$ cat config.mk
export PLATFORM = sky130hd
export DESIGN_NAME = ubh_div
export DESIGN_NICKNAME = d
export VERILOG_FILES = /design/src/rtl/core/ubh_pkg.sv /design/src/rtl/core/ubh_div.sv
export SDC_FILE = /design/constraint.sdc
export NUM_CORES = 1
export LEC_CHECK = 0
export BUFFER_PORTS_ARGS = -buffer_cell sky130_fd_sc_hd__buf_2
export CAP_MARGIN = 30
export CORE_ASPECT_RATIO = 0.5
export CORE_UTILIZATION = 55
export CTS_BUF_LIST = sky130_fd_sc_hd__clkbuf_2 sky130_fd_sc_hd__clkbuf_4 sky130_fd_sc_hd__clkbuf_8
export DETAILED_ROUTE_END_ITERATION = 10
export PLACE_DENSITY = 0.76
export SLEW_MARGIN = 0
export SYNTH_ARGS = -nofsm -noshare
export SYNTH_HDL_FRONTEND = slang
export SYNTH_SLANG_ARGS = --single-unit
export TNS_END_PERCENT = 50
$ cat constraint.sdc
create_clock -name clk -period 3.8 [get_ports clk]
set_input_delay 0.57 -clock clk [delete_from_list [all_inputs] [get_ports clk]]
set_output_delay 0.57 -clock clk [all_outputs]
set_load 0.03 [all_outputs]
$ cat src/rtl/core/ubh_pkg.sv
`timescale 1ns / 1ps

package ubh_pkg;

  // field widths of the channels
  localparam int CMD_W    = 2;
  localparam int SAMPLE_W = 32;
  localparam int RBIN_W   = 8;
  localparam int RES_W    = 32;
  localparam int BIU_W    = 9;
  localparam int CFG_IDX_W = 2;
  localparam int CFG_DAT_W = 32;

  // defaults for the top level parameters
  localparam int NUM_BINS_DEF    = 256;
  localparam int COUNT_WIDTH_DEF = 32;

  // register reset values
  localparam logic [SAMPLE_W-1:0] LOWER_BOUND_RST = 32'h0000_0000;
  localparam logic [SAMPLE_W-1:0] BIN_WIDTH_RST   = 32'h0001_0000;
  localparam logic [BIU_W-1:0]    BINS_IN_USE_RST = 9'd256;

  // register indexes
  localparam logic [CFG_IDX_W-1:0] CFG_LOWER_BOUND = 2'd0;
  localparam logic [CFG_IDX_W-1:0] CFG_BIN_WIDTH   = 2'd1;
  localparam logic [CFG_IDX_W-1:0] CFG_BINS_IN_USE = 2'd2;

  // command codes
  typedef enum logic [CMD_W-1:0] {
    CMD_ADD   = 2'd0,
    CMD_CLEAR = 2'd1,
    CMD_READ  = 2'd2,
    CMD_NOP   = 2'd3
  } cmd_t;

  // divider status back to the controller
  typedef struct packed {
    logic done;
    logic too_big;
  } div_stat_t;

endpackage

$ cat src/rtl/core/ubh_div.sv
`timescale 1ns / 1ps

// serial restoring divider, one quotient bit per cycle, only the low IW
// quotient bits are developed; a single compare flags larger quotients
module ubh_div #(
  parameter int IW = 8
) (
  input  logic                clk,
  input  logic                rst_n,
  input  logic                start,
  input  logic [32:0]         dividend,
  input  logic [31:0]         divisor,
  output ubh_pkg::div_stat_t  stat,
  output logic [IW-1:0]       quotient
);

  localparam int BW = 32 + IW;
  localparam int SW = $clog2(IW + 1);

  typedef enum logic [1:0] {D_IDLE, D_CHK, D_RUN} dstate_t;

  dstate_t       state_r, state_nxt;
  logic [32:0]   num_r, num_nxt;
  logic [31:0]   div_r, div_nxt;
  logic [31:0]   rem_r, rem_nxt;
  logic [IW-1:0] lo_r, lo_nxt;
  logic [IW-1:0] q_r, q_nxt;
  logic [SW-1:0] cnt_r, cnt_nxt;
  logic          done_r, done_nxt;
  logic          big_r, big_nxt;

  logic [BW-1:0] num_ext;
  logic [BW-1:0] div_sh;
  logic [32:0]   trial;
  logic [32:0]   diff;
  logic          ge;

  // quotient overflow check and one restoring step
  assign num_ext = BW'(num_r);
  assign div_sh  = {div_r, {IW{1'b0}}};
  assign trial   = {rem_r, lo_r[IW-1]};
  assign diff    = trial - {1'b0, div_r};
  assign ge      = trial >= {1'b0, div_r};

  always_comb begin
    state_nxt = state_r;
    num_nxt   = num_r;
    div_nxt   = div_r;
    rem_nxt   = rem_r;
    lo_nxt    = lo_r;
    q_nxt     = q_r;
    cnt_nxt   = cnt_r;
    done_nxt  = 1'b0;
    big_nxt   = big_r;
    case (state_r)
      D_IDLE: begin
        if (start) begin
          num_nxt   = dividend;
          div_nxt   = divisor;
          state_nxt = D_CHK;
        end
      end
      D_CHK: begin
        if (num_ext >= div_sh) begin
          big_nxt   = 1'b1;
          done_nxt  = 1'b1;
          state_nxt = D_IDLE;
        end else begin
          // high quotient bits are zero, so the partial remainder is the top part
          big_nxt   = 1'b0;
          rem_nxt   = 32'(num_r >> IW);
          lo_nxt    = num_r[IW-1:0];
          q_nxt     = '0;
          cnt_nxt   = SW'(IW);
          state_nxt = D_RUN;
        end
      end
      D_RUN: begin
        rem_nxt = ge ? diff[31:0] : trial[31:0];
        q_nxt   = IW'({q_r, ge});
        lo_nxt  = lo_r << 1;
        cnt_nxt = cnt_r - SW'(1);
        if (cnt_r == SW'(1)) begin
          done_nxt  = 1'b1;
          state_nxt = D_IDLE;
        end
      end
      default: state_nxt = D_IDLE;
    endcase
  end

  always_ff @(posedge clk) begin
    if (!rst_n) begin
      state_r <= D_IDLE;
      done_r  <= 1'b0;
      big_r   <= 1'b0;
    end else begin
      state_r <= state_nxt;
      done_r  <= done_nxt;
      big_r   <= big_nxt;
    end
    num_r <= num_nxt;
    div_r <= div_nxt;
    rem_r <= rem_nxt;
    lo_r  <= lo_nxt;
    q_r   <= q_nxt;
    cnt_r <= cnt_nxt;
  end

  assign stat.done    = done_r;
  assign stat.too_big = big_r;
  assign quotient     = q_r;

endmodule

==> metrics.txt, run 1 <==
status finished, final reports clean; chip width 163.5 µm; power share of the sequential group 41.1%; global-route wire length before repair 24.09 mm; CP endpoint kind flop; crit path launch type flop; # diodes 0; DR pass1 iterations 6; drt wl/cell 16.90 µm; Mean Syn Cell Area 11.11 µm²; highest routed layer met4; Slew @ Worst Pin 768.5 ps; CP Data Required Time 3970 ps; Synth Instances 645; minimum clock period 3568 ps; ys async rst share 0%; ys flop type edfxtp_1; distinct cell type count after synthesis 63; switching share of power 35.17%; Tcrit/Tclk final 93.90%; CP Buf/Inv Count 0; synth warn 0; crit path DAT 3740 ps; # DRC 0; CTS Root Cell clkbuf_8; VDD IR max 0.2172 mV; Sink Count 121; Fin Setup TNS 0 ps; total internal power 0.002759 W; hold path depth 1; Worst R2R Path Depth 10; post-CTS sizing 0; RSZ-0062 raised after global routing false; initial antenna violation count 0; biggest area consumer among synthesized cells edfxtp_1; CP max FO 9; Crit Path Category reg -> reg; Post-DP HPWL 10.90 mm; Post-synth EDFFs 117; die height 82.73 µm; via count 5278; Antenna Nets Post-Route 0; CTS tree yes; Die Area 13520 µm²; Num CTS Buffers 17; area grow syn2layout 13.35%; Vias/cell 5.806; Leak 3.357 nW; H-tree depth 4; Final Setup Violations 0; worst hold path class in -> reg; max frequency 280.2 MHz; largest cells by area after synthesis edfxtp_1 (49%), ha_1 (11%), a21oi_1 (4.3%); GPL Wtd Cong 0.8657; Seq cells post-synth 121; final slew viol count 0; critical path's slowest cell and2_1; register area share after synthesis 50.13%; final hold violation count 0; Layout fillers 1020; gr ovfl total 0; reg-to-reg setup timing slack 230 ps; Total Power 0.004256 W; # hold bufs at CTS 0; Final Routed Wirelength 15.37 mm; core area 12700 µm²; worst flop-to-flop path startpoint rem_r[21]$_DFFE_PP_; Clock power frac 27.1%; row cnt 29; power share of the combinational group 31.8%; Initial Util 56.44%; Final nets 857; clock skew 14.98 ps; worst hold path endpoint num_r[3]$_DFFE_PP_; vias in the first global route 4888; DRT iter0 DRCs 348; Slew Limit Headroom 48.76%; share of Yosys cell area claimed by the top area cell type 49.01%; metal2 WL 6.723 mm; CP top delay family compound AO/OA/AOI/OAI gates; Metal-1 WL 7.487 mm; largest net degree at the start of global routing 66; Psw 0.001497 W; critical path cell sequence ha_1 -> a21o_1 -> a21o_1 -> a21o_1 -> a311o_1 -> or3_4 -> o21ai_4 -> and2_1 -> mux2i_1 -> a21oi_1; Worst Hold Launch dividend[3]; I/O Pins 78; clk buf depth 2; GRT Resource Usage Total 23.60%; Reg2Reg Capture Point rem_r[1]$_DFFE_PP_; # Post-CTS Setup Buffers 0; Skew-Pair Late Insertion Delay 450 ps; synthesized cell area 7168 µm²; clock-pin transition on the worst setup and hold timing paths 90 ps; syn_nets 776; layout cell share with drive strength beyond 1 19.08%; Worst path most repeated cell a21o_1; Max Cap Viol 0; P per Cell Area 523.8 nW/µm²; CP peak stage delay 490 ps; wire length on met3 980 µm; PortBufs 77
## routing by layer
| metal | GRT usage, % | vias up |
|---|---|---|
| met2 | 36.44 | 171 |
| met3 | 5.095 | 16 |
| met1 | 33.71 | 2521 |
| met5 | 0 | - |
| met4 | 6.296 | 0 |
| li1 | - | 2570 |
## stage by stage
step           hold slack (ps)  instances  instance area [µm²]  utilization [%]  setup slack, ps
2_1_floorplan            444.3        645                 7168                -            128.5
3_3_place_gp             480.9        877                 7737            60.93            368.1
3_5_place_dp             481.7        877                 7737            60.93            305.4
4_1_cts                  277.6        909                 8125            63.98            300.1
5_1_grt                  263.8        909                 8125            63.98            96.14
6_report                 288.5        909                 8125            63.98            231.7
## how the worst max path moves through the flow
stage | start | end | cells after the start
final | rem_r[21]$_DFFE_PP_ | rem_r[1]$_DFFE_PP_ | 10
after global routing | lo_r[7]$_DFFE_PP_ | rem_r[28]$_SDFFCE_PN0P_ | 13
after CTS | rem_r[21]$_DFFE_PP_ | rem_r[2]$_DFFE_PP_ | 11
after detailed placement | rem_r[21]$_DFFE_PP_ | rem_r[1]$_DFFE_PP_ | 10
after global placement | rem_r[21]$_DFFE_PP_ | rem_r[1]$_DFFE_PP_ | 10
after floorplan | div_r[1]$_DFFE_PP_ | cnt_r[0]$_SDFFCE_PN0P_ | 11
## cell families (layout without fill, tap and decap cells)
kind of cell,count (synthesis),after routing,share of synthesized area (%)
AOI/OAI and AO/OA,163,163,14.96
xor gates and xnor gates,26,26,3.177
adders and majority gates,63,63,11.10
buffers and inverters,76,170,4.556
DFF,121,121,50.13
muxes,32,32,4.626
and+or+nand+nor,164,164,11.45
## registers in the layout (all words and copies together) (netlist names)
name      cells
big_r         1
num_r        33
div_r        32
quotient      8
rem_r        32
cnt_r         4
done_r        1
lo_r          8
state_r       2
## worst register-to-register path: stages (launching register included)
cell and delay [ps]:
edfxtp_1 430, ha_1 350, a21o_1 210, a21o_1 180, a21o_1 190, a311o_1 400
or3_4 360, o21ai_4 240, and2_1 490, mux2i_1 340, a21oi_1 110
## layout by cell type, fill, tap and decap left out, types with 3 or more instances in the layout
cell        count
a211oi_1        4
a21o_1         17
a21oi_1        61
a31oi_1         3
and2_1         10
buf_12          3
buf_2          77
buf_4           4
clkbuf_8       17
clkinvlp_4      3
dfxtp_1         4
edfxtp_1      117
ha_1           61
inv_1          54
inv_6           7
mux2_2          9
mux2i_1        23
nand2_1        29
nand3_1        15
nand4_1         9
nand4b_1        3
nor2_1         54
nor2b_1        12
nor3_1          8
nor4_1          6
o211ai_1        8
o21a_1          8
o21ai_0        25
o21bai_1        4
o311ai_0        4
or3_1           5
xnor2_1        19
xor2_1          7
## power groups by stage
stage               Sequential, W  Combinational [W]  Clock, W
floorplan                 0.00179           0.000988         0
global placement          0.00177            0.00129         0
detailed placement        0.00178            0.00132         0
CTS                       0.00175            0.00134   0.00116
global route              0.00177            0.00149   0.00123
finish                    0.00175            0.00135   0.00115
## cell type report
class                           instances  area [µm²]  area share (%)
Clock inverter                         15       153.9           1.894
Timing Repair Buffer                   84       475.5           5.852
Sequential cell                       121        3593           44.23
Tap cell                              170       212.7           2.618
Inverter                               54       202.7           2.495
Multi-Input combinational cell        448        3253           40.04
Clock buffer                           17       234.0           2.880
## cells in the mapped netlist, types with 2 or more instances
library cell	number
edfxtp_1	117
ha_1	62
a21oi_1	61
inv_1	54
nor2_1	54
nand2_1	29
o21ai_0	25
mux2i_1	23
xnor2_1	19
a21o_1	17
nand3_1	15
nor2b_1	12
and2_1	11
clkbuf_1	11
mux2_2	9
nand4_1	9
o21a_1	9
nor3_1	8
o211ai_1	8
xor2_1	7
nor4_1	6
or3_1	5
a211oi_1	4
buf_6	4
dfxtp_1	4
o21bai_1	4
o311ai_0	4
a31oi_1	3
buf_2	3
nand4b_1	3
a2111oi_0	2
a211oi_2	2
a21oi_2	2
a31o_2	2
and3_1	2
buf_1	2
buf_4	2
nor4b_1	2
o211a_1	2
o221ai_1	2
o22ai_1	2
o311ai_1	2
Note: power is estimated with default switching activity, not from simulation.
==> inputs of run 2 (changes only) <==
--- a/config.mk
+++ b/config.mk
@@ -8,10 +8,10 @@
 export BUFFER_PORTS_ARGS = -buffer_cell sky130_fd_sc_hd__buf_2
 export CAP_MARGIN = 30
 export CORE_ASPECT_RATIO = 0.5
-export CORE_UTILIZATION = 55
+export CORE_UTILIZATION = 60
 export CTS_BUF_LIST = sky130_fd_sc_hd__clkbuf_2 sky130_fd_sc_hd__clkbuf_4 sky130_fd_sc_hd__clkbuf_8
 export DETAILED_ROUTE_END_ITERATION = 10
-export PLACE_DENSITY = 0.76
+export PLACE_DENSITY = 0.79
 export SLEW_MARGIN = 0
 export SYNTH_ARGS = -nofsm -noshare
 export SYNTH_HDL_FRONTEND = slang
==> constraint.sdc (replaced) <==
create_clock -name clk -period 3.7 [get_ports clk]
set_input_delay 0.555 -clock clk [delete_from_list [all_inputs] [get_ports clk]]
set_output_delay 0.555 -clock clk [all_outputs]
set_load 0.03 [all_outputs]
==> run 2 against run 1 <==
Critical path depth increased by 1. Register-to-register slack worse by 90 ps. Via count is 0.85% higher. Combinational power up 4%. Clock power grew 17%. Sequential cell count did not move. Total power grew 7.1%. Sequential power increased by 3%. Clock skew shrank 1.4 ps. Non-clock buffer count up 1. Maximum frequency is 0.32% higher. Global-route usage up 3.9 points. Highest routed layer unchanged.
==> metrics.txt, run 2 (same netlist as run 1, synthesis figures left out) <==
status finished, final reports clean; final hold violation count 0; crit path launch type flop; crit path launch div_r[22]$_DFFE_PP_; Fin Setup TNS 0 ps; clock-pin transition on the worst setup and hold timing paths 80 ps; clock skew 13.54 ps; worst flop-to-flop path startpoint div_r[22]$_DFFE_PP_; H-tree depth 4; chip width 156.6 µm; PortBufs 77; max reg flops 33; row cnt 27; # hold bufs at CTS 0; # Post-CTS Setup Buffers 0; DR pass1 iterations 5; minimum clock period 3557 ps; Sink Count 121; DRT iter0 DRCs 467; vias in the first global route 5224; CP endpoint kind flop; Initial Util 63.34%; I/O Pins 78; P per Cell Area 557.6 nW/µm²; CP Data Required Time 3860 ps; VDD IR max 0.2825 mV; global-route wire length before repair 25.72 mm; CTS tree yes; Final Setup Violations 0; layout cell share with drive strength beyond 1 19.05%; CTS Root Cell clkbuf_8; most frequent cells in the layout edfxtp_1 (117), buf_2 (77), a21oi_1 (61), ha_1 (61); clk buf depth 2; CP max FO 9; worst hold path class in -> reg; met1 Use GR 39.61%; Final Routed Wirelength 15.76 mm; # diodes 0; area of the multi-input gates 3253 µm²; drt wl/cell 17.53 µm; Leak 3.395 nW; Crit Path Category reg -> reg; core area 11320 µm²; GRT Resource Usage Total 27.54%; largest net degree at the start of global routing 66; final slew viol count 0; crit path DAT 3720 ps; Skew-Pair Late Insertion Delay 440 ps; most common cell after layout, fill and taps aside edfxtp_1; gr ovfl total 0; met3 GRT Util 5.186%; via count 5323; Slew @ Worst Pin 803.0 ps; Die Area 12410 µm²; Slew Limit Headroom 46.46%; Tcrit/Tclk final 96.13%; register area 3593 µm²; RSZ-0062 raised after global routing false; Core Util, Final 72.26%; Antenna Nets Post-Route 0; gr busiest metal met2; Max Cap Viol 0; Top Registers num_r x33, div_r x32, rem_r x32; Biggest register num_r; Layout fillers 853; Vias/cell 5.921; global-route met2 utilization 42.41%; initial antenna violation count 0; Worst Hold Launch dividend[2]; GPL Wtd Cong 0.8820; die height 79.29 µm; Num CTS Buffers 17; reg-to-reg setup timing slack 140 ps; area grow syn2layout 14.09%; post-CTS sizing 0; Final nets 858; # DRC 0; max frequency 281.2 MHz; Post-DP HPWL 11.14 mm
==> run 2: worst paths after layout <==
| path | depth (start not counted) | endpoint |
|---|---|---|
| setup / recovery | 11 | rem_r[1]$_DFFE_PP_ |
| setup reg to reg | 11 | rem_r[1]$_DFFE_PP_ |
| hold reg to reg | 2 | big_r$_SDFFE_PN0P_ |
| hold / removal | 1 | num_r[2]$_DFFE_PP_ |
==> run 2: worst max-delay path, cell delays in order (launching register included) <==
cell and delay (ps):
edfxtp_1 380, inv_1 120, ha_1 290, a21o_1 220
a21o_1 180, a21o_1 190, a311o_1 400, or3_4 370
o21ai_4 260, and2_1 470, mux2i_1 310, a21oi_1 110
==> run 2: per-stage QoR <==
| stage | cell area, µm² | total power [W] | hold slack, ps | instances | worst slack, ps |
|---|---|---|---|---|---|
| 4_1_cts | 8178 | 0.004553 | 270.7 | 899 | 200.9 |
| 3_3_place_gp | 7731 | 0.003155 | 475.3 | 867 | 276.3 |
| 5_1_grt | 8178 | 0.004800 | 263.9 | 899 | 32.67 |
| 3_5_place_dp | 7731 | 0.003195 | 478.9 | 867 | 221.4 |
| 6_report | 8178 | 0.004560 | 281.6 | 899 | 143.2 |
| 2_1_floorplan | 7168 | 0.002850 | 444.3 | 645 | 28.49 |
==> run 2: final cells by class <==
type	count	area share (%)
Timing Repair Buffer	85	5.906
Clock inverter	15	2.601
Inverter	54	2.479
Tap cell	159	2.433
Clock buffer	17	2.861
Sequential cell	121	43.94
Multi-Input combinational cell	448	39.78
==> run 2: per-layer routing <==
layer	up-vias	share of wire (%)
li1	2564	-
met1	2542	49
met2	192	44
met3	25	5.9
met4	0	1.1
met5	-	0
==> run 2: where the power goes <==
group          switching, W  internal (W)
clock              0.000603      0.000751
sequential        0.0000816       0.00172
combinational      0.000842      0.000564
total               0.00153       0.00303
==> inputs of run 3 (changes only) <==
--- a/config.mk
+++ b/config.mk
@@ -12,6 +12,7 @@
 export CTS_BUF_LIST = sky130_fd_sc_hd__clkbuf_2 sky130_fd_sc_hd__clkbuf_4 sky130_fd_sc_hd__clkbuf_8
 export DETAILED_ROUTE_END_ITERATION = 10
 export PLACE_DENSITY = 0.79
+export REMOVE_ABC_BUFFERS = 1
 export SLEW_MARGIN = 0
 export SYNTH_ARGS = -nofsm -noshare
 export SYNTH_HDL_FRONTEND = slang
==> run 3 against run 2 <==
Global-route usage is 0.89 points lower. Clock power down 14%. Sequential power about the same. Critical endpoint unchanged. Largest power group unchanged.
==> metrics.txt, run 3 (same netlist as run 1, synthesis figures left out) <==
Worst path most repeated cell a21o_1; most common cell after layout, fill and taps aside edfxtp_1; Layout fillers 815; final setup margin 105.4 ps; crit path DAT 3800 ps; chip width 156.6 µm; Slew Limit Headroom 44.08%; final hold violation count 0; via count 5335; CTS Root Cell clkbuf_8; clock skew 15.96 ps; CTS tree yes; CP Data Required Time 3900 ps; critical path's slowest cell and2_1; DR pass1 iterations 7; Psw 0.001576 W; Skew-Pair Late Insertion Delay 480 ps; vias in the first global route 5069; Num CTS Buffers 17; Tcrit/Tclk final 97.15%; Post-DP HPWL 10.94 mm; H-tree depth 4; clock-pin transition on the worst setup and hold timing paths 90 ps; I/O Pins 78; Max Cap Viol 0; Antenna Nets Post-Route 0; # DRC 0; Crit Path Category reg -> reg; Final Routed Wirelength 15.31 mm; area grow syn2layout 13.02%; max frequency 278.2 MHz; Sink Count 121; minimum clock period 3595 ps; core area 11320 µm²; worst hold path class in -> reg; VDD IR max 0.2412 mV; # diodes 0; cell count after placement 866; PortBufs 77; gr ovfl total 0; CP peak stage delay 510 ps; drt wl/cell 17.05 µm; Fin Setup TNS 0 ps; Biggest register num_r; critical path cell sequence ha_1 -> a21o_1 -> a21o_1 -> a21o_1 -> a311o_1 -> or3_4 -> o21ai_4 -> and2_1 -> mux2i_1 -> a21oi_1; Final nets 857; crit path launch rem_r[21]$_DFFE_PP_; GRT Resource Usage Total 26.65%; Die Area 12410 µm²; Slew @ Worst Pin 838.8 ps; layout cell share with drive strength beyond 1 19.08%; Vias/cell 5.941; RSZ-0062 raised after global routing false; Leak 3.358 nW; initial antenna violation count 0; Final Setup Violations 0; crit path launch type flop; non-filler instance count after layout 898; Top Registers num_r x33, div_r x32, rem_r x32; CP endpoint kind flop; most frequent cells in the layout edfxtp_1 (117), buf_2 (77), a21oi_1 (61), ha_1 (61); final slew viol count 0; CP max FO 9; worst flop-to-flop path startpoint rem_r[21]$_DFFE_PP_; status finished, final reports clean; Core Util, Final 71.59%; switching share of power 36.18%; # hold bufs at CTS 0; Initial Util 63.34%; die height 79.29 µm; global-route wire length before repair 24.73 mm; GPL Wtd Cong 0.9852; clk buf depth 2; total internal power 0.002781 W; post-CTS sizing 0; Worst Hold Launch dividend[1]; max reg flops 33; P per Cell Area 537.8 nW/µm²; DRT iter0 DRCs 443; power share of the combinational group 32.1%; largest net degree at the start of global routing 66; power share of the sequential group 41.2%; pre-CTS worst setup slack 211.0 ps; # Post-CTS Setup Buffers 0; row cnt 27; Clock power frac 26.7%; Final Hold Slack 242.1 ps
run 3: routing by layer:
metal / wire length (µm) / GRT usage [%]
met2: 6700 / 40.36
met1: 7362 / 37.24
met4: 233 / 9.902
met5: 0 / 0
met3: 1012 / 6.496
run 3: worst paths after layout:
kind,slack (ps),cells past startpoint,end
max,110,10,rem_r[1]$_DFFE_PP_
min reg2reg,500,2,big_r$_SDFFE_PN0P_
max reg2reg,110,10,rem_r[1]$_DFFE_PP_
min,240,1,num_r[1]$_DFFE_PP_
run 3: power by group through the flow:
stage                     combinational [W]  clock [W]  sequential, W
after floorplan                    0.000987          0        0.00184
after global placement              0.00132          0        0.00182
after detailed placement            0.00137          0        0.00182
after CTS                           0.00138    0.00117        0.00179
after global routing                0.00154    0.00123        0.00181
final                               0.00140    0.00116        0.00180
run 3: layout make-up:
| class | instances | area, µm² | share of cell area, % |
|---|---|---|---|
| clock buffer | 17 | 234.0 | 2.888 |
| clock inverter | 15 | 143.9 | 1.776 |
| inverter | 54 | 202.7 | 2.502 |
| multi-input combinational | 448 | 3253 | 40.15 |
| sequential | 121 | 3593 | 44.36 |
| tap | 159 | 198.9 | 2.456 |
| timing repair buffer | 84 | 475.5 | 5.869 |
run 3: critical path: cells and delay by family, from the launching register on:
family,cells,cell delay (ps)
fa+ha+maj,1,360
simple gates,2,870
mux,1,330
compound gates,6,1330
flops,1,430
run 3: stage by stage:
step / cell area [µm²] / power, W
after floorplan: 7044 / 0.002822
after global placement: 7724 / 0.003139
after detailed placement: 7724 / 0.003191
after CTS: 8102 / 0.004341
after global routing: 8102 / 0.004579
final: 8102 / 0.004357
